===== config.mk =====
export PLATFORM = sky130hd
export DESIGN_NAME = hsv_to_rgb_converter_top
export DESIGN_NICKNAME = d
export VERILOG_FILES = /design/src/design/hsv2rgb_pkg.sv /design/src/design/hsv_to_rgb_converter_top.sv /design/src/design/hsv2rgb_front.sv /design/src/design/hsv2rgb_queue.sv /design/src/design/hsv2rgb_back.sv
export SDC_FILE = /design/constraint.sdc
export NUM_CORES = 1
export LEC_CHECK = 0
export BUFFER_PORTS_ARGS = -buffer_cell sky130_fd_sc_hd__clkbuf_2
export CAP_MARGIN = 5
export CORE_AREA = 3 3 210 212
export CTS_BUF_LIST = sky130_fd_sc_hd__clkbuf_4 sky130_fd_sc_hd__clkbuf_8
export DETAILED_ROUTE_END_ITERATION = 16
export DIE_AREA = 0 0 213 215
export PLACE_DENSITY = 0.87
export SLEW_MARGIN = 20
export SYNTH_ARGS = -nofsm -noshare
export SYNTH_HDL_FRONTEND = slang
export SYNTH_SLANG_ARGS = --single-unit

===== constraint.sdc =====
create_clock -name clk_i -period 7.5 [get_ports clk_i]
set_clock_uncertainty 0.2 [all_clocks]
set_input_delay 1.875 -clock clk_i [delete_from_list [all_inputs] [get_ports clk_i]]
set_output_delay 1.875 -clock clk_i [all_outputs]
set_load 0.005 [all_outputs]

===== src/design/hsv2rgb_pkg.sv =====
// Shared constants, types and the helper function of the HSV to RGB converter.
`timescale 1ns / 1ps

package hsv2rgb_pkg;

  // Channel width: saturation, brightness and every color channel.
  localparam int unsigned COLOR_BITS  = 8;
  localparam int unsigned HUE_BITS    = 11;
  localparam int unsigned FRAC_BITS   = 8;
  localparam int unsigned SECTOR_BITS = HUE_BITS - FRAC_BITS;
  localparam int unsigned TERM_BITS   = COLOR_BITS + FRAC_BITS;
  localparam int unsigned PROD_BITS   = COLOR_BITS + TERM_BITS;
  localparam int unsigned DIV_BITS    = 2 * COLOR_BITS + 1;

  localparam int unsigned DEFAULT_QUEUE_DEPTH = 4;

  // Full scale of a channel, and full scale of a channel times one sector.
  localparam logic [COLOR_BITS-1:0] CHAN_MAX   = '1;
  localparam logic [TERM_BITS-1:0]  FULL_SCALE = {CHAN_MAX, {FRAC_BITS{1'b0}}};
  localparam logic [FRAC_BITS:0]    FRAC_ONE   = {1'b1, {FRAC_BITS{1'b0}}};

  // Channel ordering chosen by the front end; grey bypasses all products.
  typedef enum logic [2:0] {
    ORD_VTP,
    ORD_QVP,
    ORD_PVT,
    ORD_PQV,
    ORD_TPV,
    ORD_VPQ,
    ORD_GREY
  } order_e;

  typedef struct packed {
    logic [HUE_BITS-1:0]   hue;
    logic [COLOR_BITS-1:0] saturation;
    logic [COLOR_BITS-1:0] brightness;
  } hsv_pixel_t;

  typedef struct packed {
    logic [COLOR_BITS-1:0] red;
    logic [COLOR_BITS-1:0] green;
    logic [COLOR_BITS-1:0] blue;
  } rgb_pixel_t;

  // Classified pixel handed from the front end to the back end.
  typedef struct packed {
    order_e                order;
    logic [COLOR_BITS-1:0] value;
    logic [COLOR_BITS-1:0] inv_sat;
    logic [TERM_BITS-1:0]  q_term;
    logic [TERM_BITS-1:0]  t_term;
  } work_t;

  typedef struct packed {
    logic full;
    logic empty;
  } queue_status_t;

  // Floor division by CHAN_MAX (2^COLOR_BITS - 1) for dividends up to CHAN_MAX squared.
  function automatic logic [COLOR_BITS-1:0] div_chan_max(input logic [2*COLOR_BITS-1:0] x);
    logic [DIV_BITS-1:0] sum;
    sum = DIV_BITS'(x) + DIV_BITS'(x >> COLOR_BITS) + DIV_BITS'(1);
    return sum[2*COLOR_BITS-1:COLOR_BITS];
  endfunction

endpackage


===== src/design/hsv_to_rgb_converter_top.sv =====
// Top level of the HSV to RGB pixel converter.
`timescale 1ns / 1ps

// Converts one pixel given as hue, saturation and brightness into red, green
// and blue intensities. Hue runs from 0 to 1535 with 256 counts per sixty
// degree sector; saturation and brightness use all ones as full scale.
// Zero saturation gives a grey pixel equal to the brightness.
//
// Input side: the producer drives hsv_i and raises push; an item is taken at
// a clock edge where push is high and full is low.
// Result side: while empty is low the oldest result sits on rgb_o; it is
// taken at a clock edge where pop is high and empty is low.
//
// Throughput is one item per clock while the receiver keeps pop high. From
// the edge that accepts an item to the edge after which its result shows on
// rgb_o, the item passes the classifying front register, the queue, and the
// product register of the back end, whose scaling logic feeds the output
// register. When the receiver stalls, the back end holds, the queue fills, and
// full rises once the queue and the front register are both occupied; nothing
// is dropped. Reset clears every valid flag and queue pointer at once, so empty
// is high and full is low right after reset; no clearing pass is needed.
module hsv_to_rgb_converter_top
  import hsv2rgb_pkg::*;
#(
  parameter int unsigned QUEUE_DEPTH = DEFAULT_QUEUE_DEPTH
) (
  input  logic       clk_i,
  input  logic       rst_ni,
  input  logic       push,
  output logic       full,
  input  hsv_pixel_t hsv_i,
  output logic       empty,
  input  logic       pop,
  output rgb_pixel_t rgb_o
);

  logic          work_valid;
  work_t         work;
  work_t         queue_data;
  queue_status_t queue_status;
  logic          back_ready;
  logic          result_valid;

  hsv2rgb_front u_front (
    .clk_i,
    .rst_ni,
    .push_i         (push),
    .hsv_i,
    .full_o         (full),
    .queue_status_i (queue_status),
    .work_valid_o   (work_valid),
    .work_o         (work)
  );

  // The front register drains into the queue whenever the queue has room.
  hsv2rgb_queue #(
    .DEPTH (QUEUE_DEPTH)
  ) u_queue (
    .clk_i,
    .rst_ni,
    .wr_en_i   (work_valid),
    .wr_data_i (work),
    .rd_en_i   (back_ready),
    .rd_data_o (queue_data),
    .status_o  (queue_status)
  );

  hsv2rgb_back u_back (
    .clk_i,
    .rst_ni,
    .in_valid_i     (!queue_status.empty),
    .in_ready_o     (back_ready),
    .work_i         (queue_data),
    .result_valid_o (result_valid),
    .rgb_o,
    .pop_i          (pop)
  );

  assign empty = !result_valid;

endmodule


===== src/design/hsv2rgb_front.sv =====
// Front end: accepts pixels, classifies the channel ordering and forms the blend terms.
`timescale 1ns / 1ps

module hsv2rgb_front
  import hsv2rgb_pkg::*;
(
  input  logic          clk_i,
  input  logic          rst_ni,
  input  logic          push_i,
  input  hsv_pixel_t    hsv_i,
  output logic          full_o,
  input  queue_status_t queue_status_i,
  output logic          work_valid_o,
  output work_t         work_o
);

  logic                   valid_q, valid_d;
  work_t                  work_q, work_d;
  logic                   accept;
  logic                   moved;
  logic [SECTOR_BITS-1:0] sector;
  logic [FRAC_BITS-1:0]   frac;
  logic [FRAC_BITS:0]     frac_comp;
  logic [TERM_BITS-1:0]   sf_prod;
  logic [TERM_BITS:0]     sfc_prod;
  logic [TERM_BITS:0]     t_full;

  assign moved  = valid_q && !queue_status_i.full;
  assign full_o = valid_q && queue_status_i.full;
  assign accept = push_i && !full_o;

  assign sector    = hsv_i.hue[HUE_BITS-1:FRAC_BITS];
  assign frac      = hsv_i.hue[FRAC_BITS-1:0];
  assign frac_comp = FRAC_ONE - {1'b0, frac};
  assign sf_prod   = TERM_BITS'(hsv_i.saturation) * TERM_BITS'(frac);
  assign sfc_prod  = (TERM_BITS+1)'(hsv_i.saturation) * (TERM_BITS+1)'(frac_comp);
  assign t_full    = {1'b0, FULL_SCALE} - sfc_prod;

  always_comb begin
    work_d.value   = hsv_i.brightness;
    work_d.inv_sat = CHAN_MAX - hsv_i.saturation;
    work_d.q_term  = FULL_SCALE - sf_prod;
    work_d.t_term  = t_full[TERM_BITS-1:0];
    if (hsv_i.saturation == '0) begin
      work_d.order = ORD_GREY;
    end else begin
      // Sectors past the last one reuse its ordering.
      unique case (sector)
        SECTOR_BITS'(0): work_d.order = ORD_VTP;
        SECTOR_BITS'(1): work_d.order = ORD_QVP;
        SECTOR_BITS'(2): work_d.order = ORD_PVT;
        SECTOR_BITS'(3): work_d.order = ORD_PQV;
        SECTOR_BITS'(4): work_d.order = ORD_TPV;
        default:         work_d.order = ORD_VPQ;
      endcase
    end
  end

  assign valid_d = accept || (valid_q && !moved);

  always_ff @(posedge clk_i or negedge rst_ni) begin
    if (!rst_ni) begin
      valid_q <= 1'b0;
    end else begin
      valid_q <= valid_d;
    end
  end

  always_ff @(posedge clk_i) begin
    if (accept) begin
      work_q <= work_d;
    end
  end

  assign work_valid_o = valid_q;
  assign work_o       = work_q;

endmodule


===== src/design/hsv2rgb_queue.sv =====
// Short first-in first-out queue between the front end and the back end.
`timescale 1ns / 1ps

module hsv2rgb_queue
  import hsv2rgb_pkg::*;
#(
  parameter int unsigned DEPTH = DEFAULT_QUEUE_DEPTH
) (
  input  logic          clk_i,
  input  logic          rst_ni,
  input  logic          wr_en_i,
  input  work_t         wr_data_i,
  input  logic          rd_en_i,
  output work_t         rd_data_o,
  output queue_status_t status_o
);

  localparam int unsigned PTR_W = (DEPTH > 1) ? $clog2(DEPTH) : 1;
  localparam int unsigned CNT_W = $clog2(DEPTH + 1);

  work_t            mem [DEPTH];
  logic [PTR_W-1:0] wr_ptr_q, wr_ptr_d;
  logic [PTR_W-1:0] rd_ptr_q, rd_ptr_d;
  logic [CNT_W-1:0] count_q, count_d;
  logic             do_wr, do_rd;

  assign status_o.full  = (count_q == CNT_W'(DEPTH));
  assign status_o.empty = (count_q == '0);
  assign do_wr = wr_en_i && !status_o.full;
  assign do_rd = rd_en_i && !status_o.empty;

  always_comb begin
    wr_ptr_d = wr_ptr_q;
    rd_ptr_d = rd_ptr_q;
    count_d  = count_q;
    if (do_wr) begin
      wr_ptr_d = (wr_ptr_q == PTR_W'(DEPTH - 1)) ? '0 : wr_ptr_q + PTR_W'(1);
    end
    if (do_rd) begin
      rd_ptr_d = (rd_ptr_q == PTR_W'(DEPTH - 1)) ? '0 : rd_ptr_q + PTR_W'(1);
    end
    if (do_wr && !do_rd) begin
      count_d = count_q + CNT_W'(1);
    end else if (do_rd && !do_wr) begin
      count_d = count_q - CNT_W'(1);
    end
  end

  always_ff @(posedge clk_i or negedge rst_ni) begin
    if (!rst_ni) begin
      wr_ptr_q <= '0;
      rd_ptr_q <= '0;
      count_q  <= '0;
    end else begin
      wr_ptr_q <= wr_ptr_d;
      rd_ptr_q <= rd_ptr_d;
      count_q  <= count_d;
    end
  end

  always_ff @(posedge clk_i) begin
    if (do_wr) begin
      mem[wr_ptr_q] <= wr_data_i;
    end
  end

  assign rd_data_o = mem[rd_ptr_q];

endmodule


===== src/design/hsv2rgb_back.sv =====
// Back end: multiplies, divides by full scale, orders the channels and holds the result.
`timescale 1ns / 1ps

module hsv2rgb_back
  import hsv2rgb_pkg::*;
(
  input  logic       clk_i,
  input  logic       rst_ni,
  input  logic       in_valid_i,
  output logic       in_ready_o,
  input  work_t      work_i,
  output logic       result_valid_o,
  output rgb_pixel_t rgb_o,
  input  logic       pop_i
);

  typedef struct packed {
    order_e                  order;
    logic [COLOR_BITS-1:0]   value;
    logic [2*COLOR_BITS-1:0] prod_p;
    logic [PROD_BITS-1:0]    prod_q;
    logic [PROD_BITS-1:0]    prod_t;
  } prod_t;

  logic                  prod_valid_q;
  prod_t                 prod_q, prod_d;
  logic                  out_valid_q, out_valid_d;
  rgb_pixel_t            out_q, out_d;
  logic                  adv_out, adv_prod;
  logic [COLOR_BITS-1:0] lvl_p, lvl_q, lvl_t, lvl_v;

  assign adv_out    = !out_valid_q || pop_i;
  assign adv_prod   = !prod_valid_q || adv_out;
  assign in_ready_o = adv_prod;

  // Product stage.
  always_comb begin
    prod_d.order  = work_i.order;
    prod_d.value  = work_i.value;
    prod_d.prod_p = (2*COLOR_BITS)'(work_i.value) * (2*COLOR_BITS)'(work_i.inv_sat);
    prod_d.prod_q = PROD_BITS'(work_i.value) * PROD_BITS'(work_i.q_term);
    prod_d.prod_t = PROD_BITS'(work_i.value) * PROD_BITS'(work_i.t_term);
  end

  // Scaling and channel ordering stage.
  assign lvl_v = prod_q.value;
  assign lvl_p = div_chan_max(prod_q.prod_p);
  assign lvl_q = div_chan_max(prod_q.prod_q[PROD_BITS-1:FRAC_BITS]);
  assign lvl_t = div_chan_max(prod_q.prod_t[PROD_BITS-1:FRAC_BITS]);

  always_comb begin
    unique case (prod_q.order)
      ORD_VTP:  out_d = '{red: lvl_v, green: lvl_t, blue: lvl_p};
      ORD_QVP:  out_d = '{red: lvl_q, green: lvl_v, blue: lvl_p};
      ORD_PVT:  out_d = '{red: lvl_p, green: lvl_v, blue: lvl_t};
      ORD_PQV:  out_d = '{red: lvl_p, green: lvl_q, blue: lvl_v};
      ORD_TPV:  out_d = '{red: lvl_t, green: lvl_p, blue: lvl_v};
      ORD_VPQ:  out_d = '{red: lvl_v, green: lvl_p, blue: lvl_q};
      default:  out_d = '{red: lvl_v, green: lvl_v, blue: lvl_v};
    endcase
  end

  assign out_valid_d = adv_out ? prod_valid_q : out_valid_q;

  always_ff @(posedge clk_i or negedge rst_ni) begin
    if (!rst_ni) begin
      prod_valid_q <= 1'b0;
      out_valid_q  <= 1'b0;
    end else begin
      if (adv_prod) begin
        prod_valid_q <= in_valid_i;
      end
      out_valid_q <= out_valid_d;
    end
  end

  always_ff @(posedge clk_i) begin
    if (adv_prod && in_valid_i) begin
      prod_q <= prod_d;
    end
    if (adv_out && prod_valid_q) begin
      out_q <= out_d;
    end
  end

  assign result_valid_o = out_valid_q;
  assign rgb_o          = out_q;

endmodule


== Word-level counts from Yosys, hierarchy flattened ==
Memories as Yosys holds them, arrays and structs flattened.
Index checks and enable logic that the tools add are counted.
Cells by class
  muxes and demuxes: 8
  multiply operators: 5
  equality and inequality tests: 12
  add/sub/neg operators: 14
  reduce and logical (&&, ||, !) cells: 23
Operator list (number)
  one-hot mux 24 bit (6 select lines): 1
  adder 16 x 1 -> 16 bit (second input constant): 3
  adder 16 x 8 -> 16 bit: 3
  multiplier 8 x 16 -> 24 bit: 2
  multiplier 8 x 8 -> 16 bit: 2
  subtractor 16 bit (first input constant): 2
  multiplier 8 x 9 -> 16 bit: 1
  one-hot mux 3 bit (5 select lines): 1
  equality test 3 x 2 -> 1 bit (second input constant): 4
  equality test 3 bit (second input constant): 4
  zero test 3 bit: 3
  subtractor 9 x 8 -> 9 bit (first input constant): 1
  logical AND 1 bit: 8
  zero test 8 bit: 1
  subtractor 8 bit (first input constant): 1
  zero test 1 bit: 7
  equality test 3 x 1 -> 1 bit (second input constant): 2
  two-way mux 3 bit: 2
  adder 2 x 1 -> 2 bit (second input constant): 2
  equality test 2 bit (second input constant): 2
  two-way mux 2 bit: 2
  adder 3 x 1 -> 3 bit (second input constant): 1
  logical OR 1 bit: 3
  subtractor 3 x 1 -> 3 bit (second input constant): 1
  other kinds (2): 3
Word-level totals
  input bits: 31
  output and inout port bits: 26
  word-level logic and storage cells: 82
  bits in registers: 160
  memories kept: 1
  RAM bits: 204
Memory list
  u_queue.mem: words 4, width 51, rd ports 1, clocked after memory_dff 0, wr ports 1, line hsv2rgb_queue.sv:21  | work_t mem [DEPTH];

== Longest topological paths before layout ==
Gate-level depths: netlist of the first run.
  word-level depth: 7
  mapped depth: 25
  mapped depth without buffers: 22

== Cells and area by module ==
A second synthesis of the first run with hierarchy kept.
Second synthesis, totals
  cells, all modules: 2490
  area, all modules: 28472.3 sq um
Modules (own cells, without submodules)
  hsv2rgb_back: cells an instance 1486, instances 1, area each 13977.2 sq um, seq. area each 2542.4 sq um
  hsv2rgb_queue: cells an instance 304, instances 1, area each 7872.6 sq um, seq. area each 6301.0 sq um
  hsv2rgb_front: cells an instance 698, instances 1, area each 6615.1 sq um, seq. area each 1526.5 sq um
  hsv_to_rgb_converter_top: cells an instance 2, instances 1, area each 7.5 sq um, seq. area each 0.0 sq um

== Worst setup path after synthesis of the first run ==
OpenSTA, ideal clock, no wires.
  kind: input port to flip-flop
  start: input port hsv_i[16] (netlist bit)
  end: register u_front.work_q (netlist bit u_front.work_o[15]), data pin
  setup slack: 0.450 ns
  data required time: 7.040 ns
  buffers on the path: 2
  arrival: 6.590 ns
  setup time: 0.260 ns
  stages on the path: 24
  cell sequence: clkbuf_1 > inv_1 > ha_1 > nand2_1 > or3_1 > clkbuf_1 > xor2_1 > nand2_1 > ha_1 > inv_1 > fa_1 > inv_1 > fa_1 > inv_1 > fa_1 > inv_1 > ha_1 > o21ai_0 > a21boi_0 > o21ai_0 > a21oi_1 > a311oi_1 > a21oi_1 > xnor2_1
On the way
  word-level cells in the longest chain between the ends: 3
Ends and longest elaborated chain
  start, declared: line hsv_to_rgb_converter_top.sv:31  | input hsv_pixel_t hsv_i,
  subtractor 9 x 8 -> 9 bit: line hsv2rgb_front.sv:34  | assign frac_comp = FRAC_ONE - {1'b0, frac};
  multiplier 8 x 9 -> 16 bit: line hsv2rgb_front.sv:36  | assign sfc_prod = (TERM_BITS+1)'(hsv_i.saturation) * (TERM_BITS+1)'(frac_comp);
  subtractor 16 bit: line hsv2rgb_front.sv:37  | assign t_full = {1'b0, FULL_SCALE} - sfc_prod;
  named net u_front.t_full[15]: line hsv2rgb_front.sv:26  | logic [TERM_BITS:0] t_full;
  end signal, assigned: line hsv2rgb_front.sv:71  | work_q <= work_d;
  end, declared: line hsv2rgb_front.sv:18  | work_t work_q, work_d;
The timed path passes the listed nets, and every way through them passes these cells.
A chain may end at the register's enable or synchronous reset.

==> results.json, run 1 <==
{
  "outcome": "complete, no violations",
  "grt_pass1_wl_mm": 101,
  "grt_overflow": 0,
  "rsz0062_at_grt": "no",
  "htreeDepth": 2,
  "antenna_found_initial": 0,
  "grt_max_degree": 65,
  "max_cap_viol_count": 0,
  "fmax_ghz": 0.145,
  "ys_seq_area_frac": 0.366,
  "async_flop_share": 0.0292,
  "vias_per_cell": 5.90,
  "cts_sinks": 343,
  "grt_util_all_layers": 0.276,
  "multi_input_area_sq_mm": 0.0158,
  "die_y_um": 215,
  "root_buffer": "clkbuf_8",
  "final_layout_size_suffix_gt1_frac": 0.100,
  "regArea_sq_mm": 0.0103,
  "worstHoldPathType": "flip-flop to flip-flop",
  "hpwl_mm": 44.7,
  "tns_ns": 0,
  "synth_cell_type_count": 80,
  "hold_ws_ns": 0.290,
  "ys_ff_latch": 343,
  "final_cell_area_sq_mm": 0.0300,
  "crit_path_start_kind": "flip-flop",
  "worst_slew_pin_slew_ns": 0.975,
  "netlist_area_sq_mm": 0.0280,
  "pin_count": 57,
  "cts_tree": "built",
  "routedWlPerCell_um": 18.9,
  "initialDrtViolationCount": 1522,
  "layout.nets": 3168,
  "postRouteAntennaNets": 0,
  "post-route-min-period_ns": 6.89,
  "cts_resized": 0,
  "clk_pin_slew_ns": 0.06,
  "port_buffers": 56,
  "place.gp.congestion": 0.919,
  "required_ns": 7.67,
  "vias": 18900,
  "fp.dieW_um": 213,
  "layout_common_cells": "inv_1, edfxtp_1, fa_1",
  "crit_arrival_ns": 7.06,
  "synth_enable_flop_cells": 333,
  "relSlewSlack": 0.346,
  "placement_rows": 75,
  "initial_core_util": 0.664,
  "path_class": "flip-flop to flip-flop",
  "clock_latency_ns": 0.64,
  "fillerInstances": 2719,
  "grt_pass1_vias": 20500,
  "hold_viol_final": 0,
  "die-area_sq_mm": 0.0458,
  "antenna_cells": 0,
  "fin_crit_sh": 0.919,
  "setup_viol": 0,
  "ys_warn_count": 0,
  "cts_made_buffers": 54,
  "drc": 0,
  "postCtsSetupBuffers": 0,
  "final_common_cell": "inv_1",
  "cp-end-kind": "flip-flop",
  "core_sq_mm": 0.0421,
  "synth_top_flop_cell": "edfxtp_1",
  "synth_cells": 2554,
  "clk_path_buf_depth": 3,
  "cp_max_fo": 17,
  "postCtsHoldBufs": 0,
  "slew_violations": 0,
  "drt-total-wl_mm": 60.6,
  "area_growth_pct": 7.38,
  "postPlaceCellArea_sq_mm": 0.0289,
  "synth.avg_cell_area_sq_um": 11.0,
  "syn_nets": 3101,
  "drtPass1Iterations": 5
}
-- critical path, cell delays in order (launching register included) --
cell and delay, ns:
dfrtp_4 0.60, mux2_2 0.39, o21ai_2 0.75, inv_1 0.31, and2_1 0.28, fa_1 0.50, fa_1 0.50, fa_1 0.49
inv_1 0.05, fa_1 0.47, inv_1 0.04, ha_1 0.35, a21oi_1 0.09, o21ai_0 0.32, nor3_2 0.11, nor3b_1 0.28
nand3_1 0.16, a32oi_2 0.31, nand2_1 0.09, a311o_1 0.32
-- sequential cells by signal (all words and copies together) (netlist names), 2 cells and up --
signal,count
u_back.lvl_v,8
u_queue.mem,200
u_queue.wr_ptr_q,2
u_back.prod_q,51
u_front.work_o,50
u_back.rgb_o,24
u_queue.count_q,3
u_queue.rd_ptr_q,2
-- metrics by stage --
step,utilization,std cells,setup WS (ns)
6_report,0.713,3199,0.611
2_1_floorplan,-,2554,0.450
5_1_grt,0.713,3199,0.284
3_5_place_dp,0.686,3104,0.200
3_3_place_gp,0.686,3104,0.365
4_1_cts,0.713,3199,0.725
-- logic make-up (layout without fill, tap and decap cells) --
| group | after synthesis | in the layout | share of synthesized area |
|---|---|---|---|
| AO/OA/AOI/OAI | 262 | 262 | 0.0625 |
| buffers and inverters | 504 | 610 | 0.0687 |
| XOR/XNOR | 95 | 95 | 0.0297 |
| AND/OR/NAND/NOR | 745 | 745 | 0.124 |
| multiplexers | 89 | 89 | 0.0419 |
| adder cells (fa/ha/maj) | 516 | 516 | 0.306 |
| flip-flops | 343 | 343 | 0.366 |
-- cell usage after synthesis, types with 3 or more instances --
| cell type | number | area (sq um) |
|---|---|---|
| o221ai_1 | 4 | 35.0 |
| nor2b_1 | 17 | 106 |
| a211o_1 | 3 | 26.3 |
| o21ai_0 | 48 | 240 |
| a21boi_0 | 9 | 67.6 |
| ha_1 | 234 | 2930 |
| mux2_2 | 35 | 394 |
| o211a_1 | 4 | 40.0 |
| o22ai_1 | 4 | 25.0 |
| xor2_1 | 31 | 272 |
| nand2b_1 | 16 | 100 |
| o21a_1 | 13 | 97.6 |
| and2_1 | 151 | 945 |
| a31oi_1 | 6 | 37.5 |
| mux2i_1 | 35 | 350 |
| a22oi_1 | 6 | 45.0 |
| dfrtp_1 | 10 | 250 |
| a211oi_1 | 7 | 52.6 |
| or3_1 | 6 | 37.5 |
| o31a_1 | 3 | 26.3 |
| o22a_1 | 3 | 26.3 |
| nand4_1 | 3 | 18.8 |
| inv_1 | 425 | 1600 |
| nor3_1 | 22 | 110 |
| a311oi_1 | 4 | 35.0 |
| a21o_1 | 23 | 173 |
| buf_1 | 4 | 15.0 |
| nand3_1 | 23 | 115 |
| fa_1 | 282 | 5650 |
| a32oi_1 | 5 | 43.8 |
| nor2_1 | 249 | 935 |
| a21oi_1 | 56 | 280 |
| o21ai_1 | 22 | 110 |
| xnor2_1 | 64 | 561 |
| o211ai_1 | 10 | 75.1 |
| clkbuf_1 | 61 | 229 |
| a21oi_2 | 3 | 26.3 |
| buf_2 | 9 | 45.0 |
| and3_1 | 10 | 62.6 |
| or2_2 | 14 | 87.6 |
| edfxtp_1 | 333 | 10000 |
| nand2_1 | 213 | 800 |
| mux4_2 | 19 | 428 |
| nor4_1 | 9 | 56.3 |
-- path summary, 6_finish.rpt --
path,start,endpoint,slack (ns),cells past startpoint
worst max-delay path,u_queue.rd_ptr_q[1],u_back.prod_q[42],0.61,19
worst min-delay path,u_front.work_o[6],u_queue.mem[3][6],0.29,0
max in group asynchronous,rst_ni,u_queue.rd_ptr_q[0],5.96,1
worst min register to register,u_front.work_o[6],u_queue.mem[3][6],0.29,0
worst max register to register,u_queue.rd_ptr_q[1],u_back.prod_q[42],0.61,19
min in group asynchronous,rst_ni,u_queue.rd_ptr_q[1],0.90,1
-- cell type report --
type,count,share of cell area
clock buffers,72,0.0294
clock inverters,23,0.00850
inverters,428,0.0536
multi-input cells,1707,0.527
flip-flops and latches,343,0.341
well taps,539,0.0224
repair buffers,87,0.0175
-- layer usage --
layer  up-vias  global-route usage  part of all wire
li1       8553                   -                 -
met1      9287               0.350              0.39
met2       835               0.471              0.50
met3       194              0.0442             0.070
met4         0               0.120             0.044
met5         -                   0                 0
Power of run 1 is not shown: default switching activity piles up to over one toggle a cycle in this logic, so the estimate is an artifact.
==> inputs of run 2 (changes only) <==
RECOVER_POWER = 50   (was unset)
==> results.json, run 2 (synthesis gave the netlist of run 1 again) <==
{
  "outcome": "finished, violations left",
  "violations": "capacitance limit, slew limit",
  "cp-end-kind": "flip-flop",
  "clock_latency_ns": 0.65,
  "cts_made_buffers": 54,
  "drt-total-wl_mm": 60.7,
  "cts_resized": 0,
  "relSlewSlack": -1.19,
  "layout_common_cells": "inv_1, edfxtp_1, fa_1",
  "routedWlPerCell_um": 19.0,
  "area_growth_pct": 7.27,
  "setup_slack_ns": 0.596,
  "grt_overflow": 0,
  "crit_arrival_ns": 7.08,
  "pre_cts_ws_ns": 0.200,
  "hold_viol_final": 0,
  "max_flop_register": "u_queue.mem",
  "postPlaceCellArea_sq_mm": 0.0289,
  "tns_ns": 0,
  "die-area_sq_mm": 0.0458,
  "core_sq_mm": 0.0421,
  "postCtsHoldBufs": 0,
  "die_y_um": 215,
  "crit_path_start_kind": "flip-flop",
  "final_common_cell": "inv_1",
  "rrSetupSlack_ns": 0.60,
  "rsz0062_at_grt": "no",
  "cts_sinks": 343,
  "required_ns": 7.67,
  "postCtsSetupBuffers": 0,
  "path_class": "flip-flop to flip-flop",
  "post-route-min-period_ns": 6.90,
  "cts_tree": "built",
  "drc": 0,
  "place.gp.congestion": 0.919,
  "final_cell_area_sq_mm": 0.0300,
  "largest_register_ffs": 200,
  "worstHoldPathType": "flip-flop to flip-flop",
  "vias_per_cell": 5.90,
  "placement_rows": 75,
  "fin_crit_sh": 0.921,
  "cp_max_fo": 17,
  "root_buffer": "clkbuf_8",
  "postRouteAntennaNets": 0,
  "layout.nets": 3168,
  "initial_core_util": 0.664,
  "max_cap_viol_count": 5,
  "hpwl_mm": 44.7,
  "grt_util_all_layers": 0.276,
  "vias": 18900,
  "pin_count": 57,
  "clk_pin_slew_ns": 0.06,
  "fillerInstances": 2731,
  "setup_viol": 0,
  "grt_pass1_wl_mm": 101,
  "grt_pass1_vias": 20500,
  "antenna_found_initial": 0,
  "drtPass1Iterations": 5,
  "slew_violations": 255,
  "fmax_ghz": 0.145,
  "port_buffers": 56,
  "fp.dieW_um": 213,
  "clk_path_buf_depth": 3,
  "final_layout_size_suffix_gt1_frac": 0.0944,
  "grt_max_degree": 65,
  "worst_slew_pin_slew_ns": 3.28,
  "initialDrtViolationCount": 1602,
  "htreeDepth": 2
}
[run 2: cell types whose count changed in the layout (fill, tap and decap cells not counted), sizes merged]
cell / before / now
clkbuf: 128 / 133
buf: 31 / 26
diode: 0 / 1
[run 2: worst paths after layout]
| kind | from | to | cells past startpoint |
|---|---|---|---|
| max | u_queue.rd_ptr_q[1] | u_back.prod_q[42] | 19 |
| min | u_front.work_o[6] | u_queue.mem[1][6] | 0 |
| max reg2reg | u_queue.rd_ptr_q[1] | u_back.prod_q[42] | 19 |
| min reg2reg | u_front.work_o[6] | u_queue.mem[1][6] | 0 |
| max in group asynchronous | rst_ni | u_queue.rd_ptr_q[0] | 1 |
| min in group asynchronous | rst_ni | u_queue.rd_ptr_q[1] | 1 |
[run 2: per-stage QoR]
stage | util | hold WS (ns) | instances
3_3_place_gp | 0.686 | 0.265 | 3104
4_1_cts | 0.713 | 0.291 | 3199
3_5_place_dp | 0.686 | 0.281 | 3104
6_report | 0.712 | 0.291 | 3200
5_1_grt | 0.712 | 0.319 | 3199
2_1_floorplan | - | 0.259 | 2554
[run 2: worst max-delay path, cell delays in order, from the launching register on]
cell and delay [ns]:
dfrtp_4 0.59, mux2_2 0.39, o21ai_2 0.75, inv_1 0.31, and2_1 0.28, fa_1 0.50
fa_1 0.50, fa_1 0.49, inv_1 0.05, fa_1 0.47, inv_1 0.04, ha_1 0.35
a21oi_1 0.09, o21ai_0 0.33, nor3_2 0.11, nor3b_1 0.28, nand3_1 0.16, a32oi_2 0.31
nand2_1 0.09, a311o_1 0.32
[run 2: area by class of cell]
| class | instances | area, sq um | share of cell area |
|---|---|---|---|
| diodes | 1 | 2.50 | 0.0000834 |
| clock buffers | 72 | 885 | 0.0295 |
| clock inverters | 23 | 255 | 0.00850 |
| inverters | 428 | 1610 | 0.0537 |
| multi-input cells | 1707 | 15800 | 0.528 |
| flip-flops and latches | 343 | 10300 | 0.342 |
| well taps | 539 | 674 | 0.0225 |
| repair buffers | 87 | 493 | 0.0164 |
[run 2: metal layers]
layer / wire length [um] / track usage / up-vias
met5: 0 / 0 / -
met4: 2720 / 0.120 / 0
met3: 4230 / 0.0442 / 200
met2: 30400 / 0.471 / 843
met1: 23300 / 0.350 / 9296
li1: - / - / 8552
Power of run 2 is left out for the same reason.
==> inputs of run 3 (changes only) <==
ABC_AREA = 1   (was unset)
CORE_AREA = 3 3 214 216   (was 3 3 210 212)
DIE_AREA = 0 0 217 219   (was 0 0 213 215)
PLACE_DENSITY = 0.86   (was 0.87)
==> results.json, run 3 <==
{
  "fin_crit_sh": 0.885,
  "hold_ws_ns": 0.269,
  "antenna_found_initial": 0,
  "async_flop_share": 0.0292,
  "cts_tree": "built",
  "hpwl_mm": 49.5,
  "area_growth_pct": 6.60,
  "path_class": "flip-flop to flip-flop",
  "final_layout_size_suffix_gt1_frac": 0.0691,
  "synthMostInstantiatedCell": "nand2_1",
  "drtPass1Iterations": 8,
  "ys_ff_latch": 343,
  "clk_path_buf_depth": 3,
  "postCtsSetupBuffers": 0,
  "worstHoldPathType": "flip-flop to flip-flop",
  "slew_violations": 204,
  "netlist.area_leader.share": 0.346,
  "multi_input_area_sq_mm": 0.0159,
  "grt_util_all_layers": 0.287,
  "postPlaceCellArea_sq_mm": 0.0297,
  "synth_xor_area_frac": 0.0218,
  "setup_viol": 0,
  "cp-end-kind": "flip-flop",
  "crit_path_start_kind": "flip-flop",
  "yosys.area_share.simple": 0.166,
  "htreeDepth": 2,
  "die_y_um": 219,
  "synth_top_flop_cell": "edfxtp_1",
  "netlist_area_sq_mm": 0.0289,
  "yosys.area.top_type": "edfxtp_1",
  "outcome": "finished, violations left",
  "crit_arrival_ns": 6.81,
  "critical-path-top-delay-family": "adder cells",
  "regArea_sq_mm": 0.0103,
  "stdcell_count": 3778,
  "final_common_cell": "nand2_1",
  "die-area_sq_mm": 0.0475,
  "synth_compound_area_frac": 0.0653,
  "synth_enable_flop_cells": 333,
  "fp.dieW_um": 217,
  "grt_overflow": 0,
  "placement_rows": 77,
  "synth_cells": 3083,
  "ys_warn_count": 0,
  "violations": "capacitance limit, slew limit",
  "synthTopCellsByArea": "edfxtp_1, fa_1, ha_1",
  "cts_made_buffers": 54,
  "vias_per_cell": 5.74,
  "cp_max_fo": 25,
  "syn_nets": 3630,
  "cp_cell_sequence": "buf_4 -> inv_2 -> buf_4 -> a32oi_2 -> buf_4 -> inv_2 -> nor2_1 -> fa_1 -> inv_1 -> fa_1 -> inv_1 -> fa_1 -> inv_1 -> fa_1 -> inv_1 -> ha_1 -> a21oi_1 -> o21a_1 -> nor2_1 -> a2111oi_0 -> nand2_1 -> nand2_1 -> nand2_1",
  "synth_cell_type_count": 49,
  "layout_common_cells": "nand2_1, inv_1, nor2_1",
  "initialDrtViolationCount": 1976,
  "routedWlPerCell_um": 17.8,
  "largest_register_ffs": 200,
  "pin_count": 57,
  "synth_mux_area_frac": 0,
  "drc": 0,
  "final_cell_area_sq_mm": 0.0308,
  "grt_pass1_wl_mm": 109,
  "cts_resized": 0,
  "tns_ns": 0,
  "max_cap_viol_count": 4,
  "clk_pin_slew_ns": 0.06,
  "synth.avg_cell_area_sq_um": 9.36,
  "vias": 21700,
  "worst_path_max_delay_cell": "fa_1",
  "core_sq_mm": 0.0441,
  "postCtsHoldBufs": 0,
  "drt-total-wl_mm": 67.1,
  "critPathBufInv": 9,
  "post-route-min-period_ns": 6.64,
  "grt_max_degree": 103,
  "cts_sinks": 343,
  "rsz0062_at_grt": "no",
  "placedCellCount": 3677,
  "worst_slew_pin_slew_ns": 3.28,
  "port_buffers": 56,
  "relSlewSlack": -1.19,
  "fillerInstances": 3188,
  "max_flop_register": "u_queue.mem",
  "place.gp.congestion": 0.932,
  "grt_pass1_vias": 22400,
  "postRouteAntennaNets": 0,
  "ys_seq_area_frac": 0.355,
  "fmax_ghz": 0.151,
  "cp_slowest_stage_delay_ns": 0.56,
  "synth_top_family_by_area": "adder cells",
  "root_buffer": "clkbuf_8",
  "layout.nets": 3688,
  "synth_common_cells": "nand2_1, inv_1, nor2_1, edfxtp_1, fa_1",
  "clock_latency_ns": 0.71,
  "initial_core_util": 0.654,
  "required_ns": 7.67,
  "synthAdderAreaFrac": 0.297,
  "hold_viol_final": 0
}
## run 3: cell count changes after synthesis, sizes merged, moves of 81 or more
cell,previous run,this run
nand2,213,611
inv,426,606
and2,151,2
nor2,249,385
a21oi,59,144
nand3,23,104
## run 3: per-stage QoR
step,worst slack (ns),utilization
2_1_floorplan,0.948,-
3_3_place_gp,0.593,0.672
3_5_place_dp,0.444,0.672
4_1_cts,0.908,0.698
5_1_grt,0.356,0.697
6_report,0.864,0.697
## run 3: cell families (layout without fill, tap and decap cells)
family	after synthesis	in the layout
and+or+nand+nor	1163	1163
buffers and inverters	685	787
DFF	343	343
AOI/OAI and AO/OA	305	305
xor gates and xnor gates	71	71
other	0	1
adders and majority gates	516	516
## run 3: worst paths after layout
check / start / endpoint / slack, ns / cells past startpoint
min: u_front.work_o[40] / u_queue.mem[0][40] / 0.27 / 0
min reg2reg: u_front.work_o[40] / u_queue.mem[0][40] / 0.27 / 0
max: u_queue.rd_ptr_q[1] / u_back.prod_q[46] / 0.86 / 23
min in group asynchronous: rst_ni / u_back.result_valid_o / 0.96 / 1
max reg2reg: u_queue.rd_ptr_q[1] / u_back.prod_q[46] / 0.86 / 23
max in group asynchronous: rst_ni / u_queue.rd_ptr_q[0] / 5.73 / 1
## run 3: final cells by class
type	instances	share of cell area
Clock inverter	21	0.00561
Multi-Input combinational cell	2055	0.517
Clock buffer	79	0.0313
Sequential cell	343	0.333
Tap cell	592	0.0241
Inverter	607	0.0741
Timing Repair Buffer	80	0.0146
Antenna cell	1	0.0000813
## run 3: metal layers
layer	share of wire	vias to the layer above	track usage	wire, um
met4	0.042	0	0.130	2840
met2	0.50	1026	0.507	33700
met5	0	-	0	0
met3	0.074	225	0.0400	4980
li1	-	9956	-	-
met1	0.38	10500	0.354	25600
Power of run 3 is left out for the same reason.
